`config.mk`:
```
export PLATFORM = sky130hd
export DESIGN_NAME = c8x_ctrl
export DESIGN_NICKNAME = d
export VERILOG_FILES = /design/src/rtl/core/c8x_pkg.sv /design/src/rtl/core/c8x_ctrl.sv
export SDC_FILE = /design/constraint.sdc
export NUM_CORES = 1
export LEC_CHECK = 0
export ABC_AREA = 1
export ABC_CLOCK_PERIOD_IN_PS = 1700
export BUFFER_PORTS_ARGS = -buffer_cell sky130_fd_sc_hd__buf_2
export CAP_MARGIN = 10
export CORE_MARGIN = 2
export CORE_UTILIZATION = 50
export CTS_CLUSTER_DIAMETER = 30
export DETAILED_ROUTE_END_ITERATION = 10
export GPL_ROUTABILITY_DRIVEN = 0
export PLACE_DENSITY = 0.73
export SLEW_MARGIN = 20
export SYNTH_ARGS = -nofsm -noshare
export SYNTH_HDL_FRONTEND = slang
export SYNTH_SLANG_ARGS = --single-unit
```
`constraint.sdc`:
```
create_clock -name clk_i -period 1.7 [get_ports clk_i]
set_input_delay 0.34 -clock clk_i [delete_from_list [all_inputs] [get_ports clk_i]]
set_output_delay 0.34 -clock clk_i [all_outputs]
set_load 0.02 [all_outputs]
```
`src/rtl/core/c8x_pkg.sv`:
```
`timescale 1ns / 1ps
package c8x_pkg;

  localparam int unsigned MemBytes   = 4096;
  localparam int unsigned StackDepth = 16;
  localparam int unsigned AddrW      = 12;

  typedef enum logic [1:0] {
    OP_LOAD = 2'd0,
    OP_STEP = 2'd1,
    OP_TICK = 2'd2,
    OP_NONE = 2'd3
  } op_e;

  typedef enum logic [1:0] {
    ST_OK        = 2'd0,
    ST_UNKNOWN   = 2'd1,
    ST_OVERFLOW  = 2'd2,
    ST_UNDERFLOW = 2'd3
  } status_e;

  localparam logic [0:0] RegProgramStart = 1'd0;
  localparam logic [0:0] RegPaused       = 1'd1;

  typedef struct packed {
    logic [1:0]  op;
    logic [11:0] load_address;
    logic [7:0]  load_data;
    logic [7:0]  random_byte;
  } in_item_t;

  typedef struct packed {
    logic [1:0]  status;
    logic [11:0] pc_after;
    logic [15:0] opcode;
    logic        clear_screen;
    logic        draw_valid;
    logic [7:0]  draw_x;
    logic [7:0]  draw_y;
    logic [7:0]  draw_bits;
    logic        last;
  } out_item_t;

  // controller -> datapath commands
  typedef enum logic [3:0] {
    CMD_IDLE,
    CMD_LOAD,
    CMD_TICK,
    CMD_FETCH_HI,
    CMD_FETCH_LO,
    CMD_EXEC,
    CMD_DRAW_RD,
    CMD_DRAW_EMIT,
    CMD_STORE,
    CMD_LOAD_RD,
    CMD_LOAD_WR,
    CMD_EMIT
  } cmd_e;

  typedef struct packed {
    cmd_e       cmd;
    logic [3:0] cnt;
  } ctl_cmd_t;

  typedef struct packed {
    logic       is_draw;
    logic       is_store;
    logic       is_restore;
    logic [3:0] n;
    logic [3:0] x;
  } dp_stat_t;

endpackage

```
`src/rtl/core/c8x_ctrl.sv`:
```
`timescale 1ns / 1ps
module c8x_ctrl
  import c8x_pkg::*;
(
  input  logic     clk_i,
  input  logic     rst_ni,
  input  logic     in_valid_i,
  output logic     in_ready_o,
  input  logic [1:0] in_op_i,
  input  logic     paused_i,
  input  dp_stat_t stat_i,
  input  logic     out_valid_i,
  input  logic     out_ready_i,
  output ctl_cmd_t cmd_o
);

  localparam logic [3:0] S_IDLE  = 4'd0;
  localparam logic [3:0] S_FHI   = 4'd1;
  localparam logic [3:0] S_FLO   = 4'd2;
  localparam logic [3:0] S_EXEC  = 4'd3;
  localparam logic [3:0] S_DRD   = 4'd4;
  localparam logic [3:0] S_DEMIT = 4'd5;
  localparam logic [3:0] S_MEM   = 4'd6;
  localparam logic [3:0] S_MWR   = 4'd7;
  localparam logic [3:0] S_DEC   = 4'd8;

  logic [3:0] state_q, state_d;
  logic [3:0] cnt_q, cnt_d;
  logic       out_free;

  assign out_free   = !out_valid_i || out_ready_i;
  assign in_ready_o = (state_q == S_IDLE) && out_free;

  always_comb begin
    state_d   = state_q;
    cnt_d     = cnt_q;
    cmd_o.cmd = CMD_IDLE;
    cmd_o.cnt = cnt_q;
    unique case (state_q)
      S_IDLE: begin
        if (in_valid_i && in_ready_o) begin
          if (in_op_i == OP_LOAD) begin
            cmd_o.cmd = CMD_LOAD;
          end else if (in_op_i == OP_STEP && !paused_i) begin
            cmd_o.cmd = CMD_FETCH_HI;
            state_d   = S_FLO;
          end else if (in_op_i == OP_TICK) begin
            cmd_o.cmd = CMD_TICK;
          end else begin
            cmd_o.cmd = CMD_EMIT;
          end
        end
      end
      S_FHI: state_d = S_FLO;
      S_FLO: begin
        cmd_o.cmd = CMD_FETCH_LO;
        state_d   = S_DEC;
      end
      S_DEC: state_d = S_EXEC;
      S_EXEC: begin
        cnt_d = '0;
        if (stat_i.is_draw && stat_i.n != 4'd0) begin
          cmd_o.cmd = CMD_DRAW_RD;
          cmd_o.cnt = 4'd0;
          state_d   = S_DEMIT;
        end else if (stat_i.is_store) begin
          cmd_o.cmd = CMD_STORE;
          cmd_o.cnt = 4'd0;
          cnt_d     = 4'd1;
          state_d   = (stat_i.x == 4'd0) ? S_DEMIT : S_MEM;
        end else if (stat_i.is_restore) begin
          cmd_o.cmd = CMD_LOAD_RD;
          cmd_o.cnt = 4'd0;
          state_d   = S_MWR;
        end else if (out_free) begin
          cmd_o.cmd = CMD_EXEC;
          state_d   = S_IDLE;
        end
      end
      S_DRD: begin
        cmd_o.cmd = CMD_DRAW_RD;
        state_d   = S_DEMIT;
      end
      S_DEMIT: begin
        if (stat_i.is_draw) begin
          if (out_free) begin
            cmd_o.cmd = CMD_DRAW_EMIT;
            if (cnt_q + 4'd1 == stat_i.n) begin
              state_d = S_IDLE;
            end else begin
              cnt_d   = cnt_q + 4'd1;
              state_d = S_DRD;
            end
          end else begin
            // keep the row byte in the read register
            cmd_o.cmd = CMD_DRAW_RD;
          end
        end else if (out_free) begin
          cmd_o.cmd = CMD_EXEC;
          state_d   = S_IDLE;
        end
      end
      S_MEM: begin
        cmd_o.cmd = CMD_STORE;
        cnt_d     = cnt_q + 4'd1;
        if (cnt_q == stat_i.x) state_d = S_DEMIT;
      end
      S_MWR: begin
        cmd_o.cmd = CMD_LOAD_WR;
        if (cnt_q == stat_i.x) begin
          state_d = S_DEMIT;
        end else begin
          cnt_d   = cnt_q + 4'd1;
          state_d = S_FHI;
        end
      end
      default: state_d = S_IDLE;
    endcase
    // S_FHI doubles as the read cycle between restore writes
    if (state_q == S_FHI && stat_i.is_restore) begin
      cmd_o.cmd = CMD_LOAD_RD;
      state_d   = S_MWR;
    end
  end

  always_ff @(posedge clk_i or negedge rst_ni) begin
    if (!rst_ni) begin
      state_q <= S_IDLE;
      cnt_q   <= '0;
    end else begin
      state_q <= state_d;
      cnt_q   <= cnt_d;
    end
  end

`ifndef ASSERT_OFF
  a_ready_idle: assert property (@(posedge clk_i) disable iff (!rst_ni)
    in_ready_o |-> state_q == S_IDLE)
    else $error("ready outside idle");
  a_draw_cnt: assert property (@(posedge clk_i) disable iff (!rst_ni)
    (state_q == S_DEMIT && stat_i.is_draw) |-> cnt_q < stat_i.n)
    else $error("draw row count overrun");
  a_accept_leaves: assert property (@(posedge clk_i) disable iff (!rst_ni)
    (in_valid_i && in_ready_o && in_op_i == OP_STEP && !paused_i) |=> state_q == S_FLO)
    else $error("step did not start fetch");
`endif

endmodule

```
==> impl_metrics.env <==
export IMPL_slowest_delay_ns=0.40
export IMPL_cts_root_buffer="clkbuf_4"
export IMPL_end_kind="output pin"
export IMPL_rr_startpoint="state_q[3]"
export IMPL_wl_um=3340
export IMPL_skew_ns=0.00208
export IMPL_layout_setup_ws_ns=-0.216
export IMPL_insertion_delay_ns=0.24
export IMPL_avgSynthCellArea_um2=5.84
export IMPL_drt_iter0_drc=69
export IMPL_cts_path_max_buffers=2
export IMPL_grt_pass1_wl_um=5720
export IMPL_synth_yosys_warnings=0
export IMPL_num_rows=16
export IMPL_violations="negative setup slack"
export IMPL_area_delta_synth_final_pct=42.7
export IMPL_vias=1389
export IMPL_antenna_cells=0
export IMPL_yosys_area_share_simple_pct=55.7
export IMPL_ir_drop_mv=0.996
export IMPL_hold_class="primary input to async pin"
export IMPL_syn_area_um2=1060
export IMPL_clock_sinks=8
export IMPL_p_per_area_nw_per_um2=1290
export IMPL_critPathLaunchType="flip-flop"
export IMPL_route_met3_wl_um=237
export IMPL_crit_path_top_delay_cell="dfrtp_1"
export IMPL_final_common_cell="nand2_1"
export IMPL_fill_cells=164
export IMPL_route_met2_wl_um=1590
export IMPL_ios=28
export IMPL_slew_headroom_pct=82.6
export IMPL_synth_fa_ha_area_share_pct=1.18
export IMPL_yosysUniqueCellTypes=30
export IMPL_viasPerCell=5.34
export IMPL_ant_nets=0
export IMPL_seq_area_frac_synth_pct=18.9
export IMPL_final_util_pct=76.1
export IMPL_muxShareOfSynthArea_pct=0
export IMPL_yosysTopAreaCell="nand2_1"
export IMPL_met1_length_um=1450
export IMPL_dpl_worst_slack_ns=-0.0532
export IMPL_cts_tree="built"
export IMPL_rsz0062_at_grt="yes"
export IMPL_initial_core_util_pct=53.3
export IMPL_track_usage_pct=29.7
export IMPL_synth_fp_nets=201
export IMPL_worst_pin_slew_ns=0.258
export IMPL_crit_fanout=5
export IMPL_power_leakage_uw=0.000869
export IMPL_core_area_um2=1980
export IMPL_cts_reportedPaths_clkPinSlew_ns=0.05
export IMPL_crit_arrival_ns=1.58
export IMPL_mostFrequentLayoutCells="nand2_1 (54), buf_4 (27), inv_1 (24), buf_2 (21)"
export IMPL_hold_viol=0
export IMPL_outcome="finished with violations"
export IMPL_synthCells=181
export IMPL_setup_violations=8
export IMPL_cts_buffers=3
export IMPL_fin_nets=255
export IMPL_worstPathCellList="buf_4 -> nand3_2 -> nor2_4 -> nor4_1 -> nand2_1 -> buf_6"
export IMPL_drt_pre_antenna_iters=6
export IMPL_total_power_uw=1940
export IMPL_globalRouteOverflowTotal=0
export IMPL_synth_xor_area_share_pct=2.49
export IMPL_dp_cells=249
export IMPL_drive_gt1_share_pct=34.8
export IMPL_crit_type="flip-flop to output pin"
export IMPL_cap_viol_max_count=0
export IMPL_drv_slew=0
export IMPL_ys_top_cells_by_area="nand2_1 (19%), dfrtp_1 (19%), nand3_1 (8.5%)"
export IMPL_die_area_um2=2500
export IMPL_crit_path_start="state_q[1]"
export IMPL_min_period_over_period_pct=113
export IMPL_max_freq_mhz=522
export IMPL_fin_crit_ns=1.92
export IMPL_die_w_um=50.0
export IMPL_post_drt_wl_per_cell_um=12.9
export IMPL_finalNonFillerCells=260
export IMPL_ys_seq_elements=8
export IMPL_grt_pass1_vias=1354
export IMPL_die_h_um=50.0
export IMPL_cp_required_ns=1.36
export IMPL_synth_top_area_share_pct=19.2
export IMPL_remaining_drc_errors=0
export IMPL_reg2reg_depth=11
export IMPL_topRoutingLayerUsed="met4"
export IMPL_hpwlAfterDp_um=2660
export IMPL_synth_compound_area_share_pct=9.59
export IMPL_grt_max_degree=9
export IMPL_antenna_found_initial=0
export IMPL_io_buffers=27
export IMPL_htree_levels=1
export IMPL_synth_top_family_by_area="simple AND/OR/NAND/NOR gates"
[registers in the layout, summed over array words and instances, names as in the netlist]
| register | flops |
|---|---|
| state_q | 4 |
| cnt_q | 4 |
[final timing paths]
path                                    to  slack (ns)
worst max-delay path              cmd_o[6]       -0.22
worst min-delay path            state_q[1]        0.45
worst max register to register    cnt_q[0]        0.08
worst min register to register    cnt_q[3]        0.59
max in group asynchronous       state_q[0]        1.08
min in group clk_i              state_q[0]        0.54
[area by class of cell]
| type | count | area, um^2 | share of cell area [%] |
|---|---|---|---|
| Clock buffer | 3 | 22.5 | 1.49 |
| Inverter | 28 | 108 | 7.13 |
| Multi-Input combinational cell | 142 | 792 | 52.5 |
| Sequential cell | 8 | 201 | 13.3 |
| Tap cell | 27 | 33.8 | 2.24 |
| Timing Repair Buffer | 52 | 352 | 23.3 |
[synthesized netlist by cell type (all sizes together)]
library cell / n
dfrtp: 8
o31ai: 1
nor3: 5
a31oi: 1
o21ai: 8
inv: 28
o22ai: 2
ha: 1
a21oi: 7
nand3b: 1
buf: 3
xor2: 2
nand3: 20
nor4: 1
nand4: 6
nand2: 59
xnor2: 1
nor2: 27
[metrics by stage]
step,area (um^2),TNS (ns),hold slack (ns)
after floorplan,1060,0,0.0444
after global placement,1330,0,0.180
after detailed placement,1330,-0.123,0.182
after CTS,1490,-1.32,0.444
after global routing,1510,-2.54,0.485
final,1510,-1.57,0.452
[where the power goes]
group          switching (uW)  total [uW]  internal [uW]
Combinational             863        1500            634
Clock                    51.8         132           79.9
Sequential               60.9         313            252
[logic make-up after synthesis]
group / after synthesis
simple gates: 119
buf+inv: 31
compound gates: 19
flops: 8
xor+xnor: 3
fa+ha+maj: 1
[what timing repair did]
action                     4_1_cts  5_1_grt
buffers inserted                 7        0
hold endpoints to repair         8        0
setup endpoints to repair        9       14
cloned                           0        0
pin swaps                        6        0
hold buffers                     1        0
gates resized for setup         20        3
[critical path, delay by kind of cell (launching register included)]
kind                   cells  cell delay, ns
and+or+nand+nor            4            0.64
buffers and inverters      2            0.30
DFF                        1            0.40
[per-layer routing]
layer	track usage, %	vias to the layer above
li1	-	688
met1	38.9	622
met2	48.7	71
met3	3.64	8
met4	12.5	0
met5	0	-
Power figures use the tool's default switching activity.
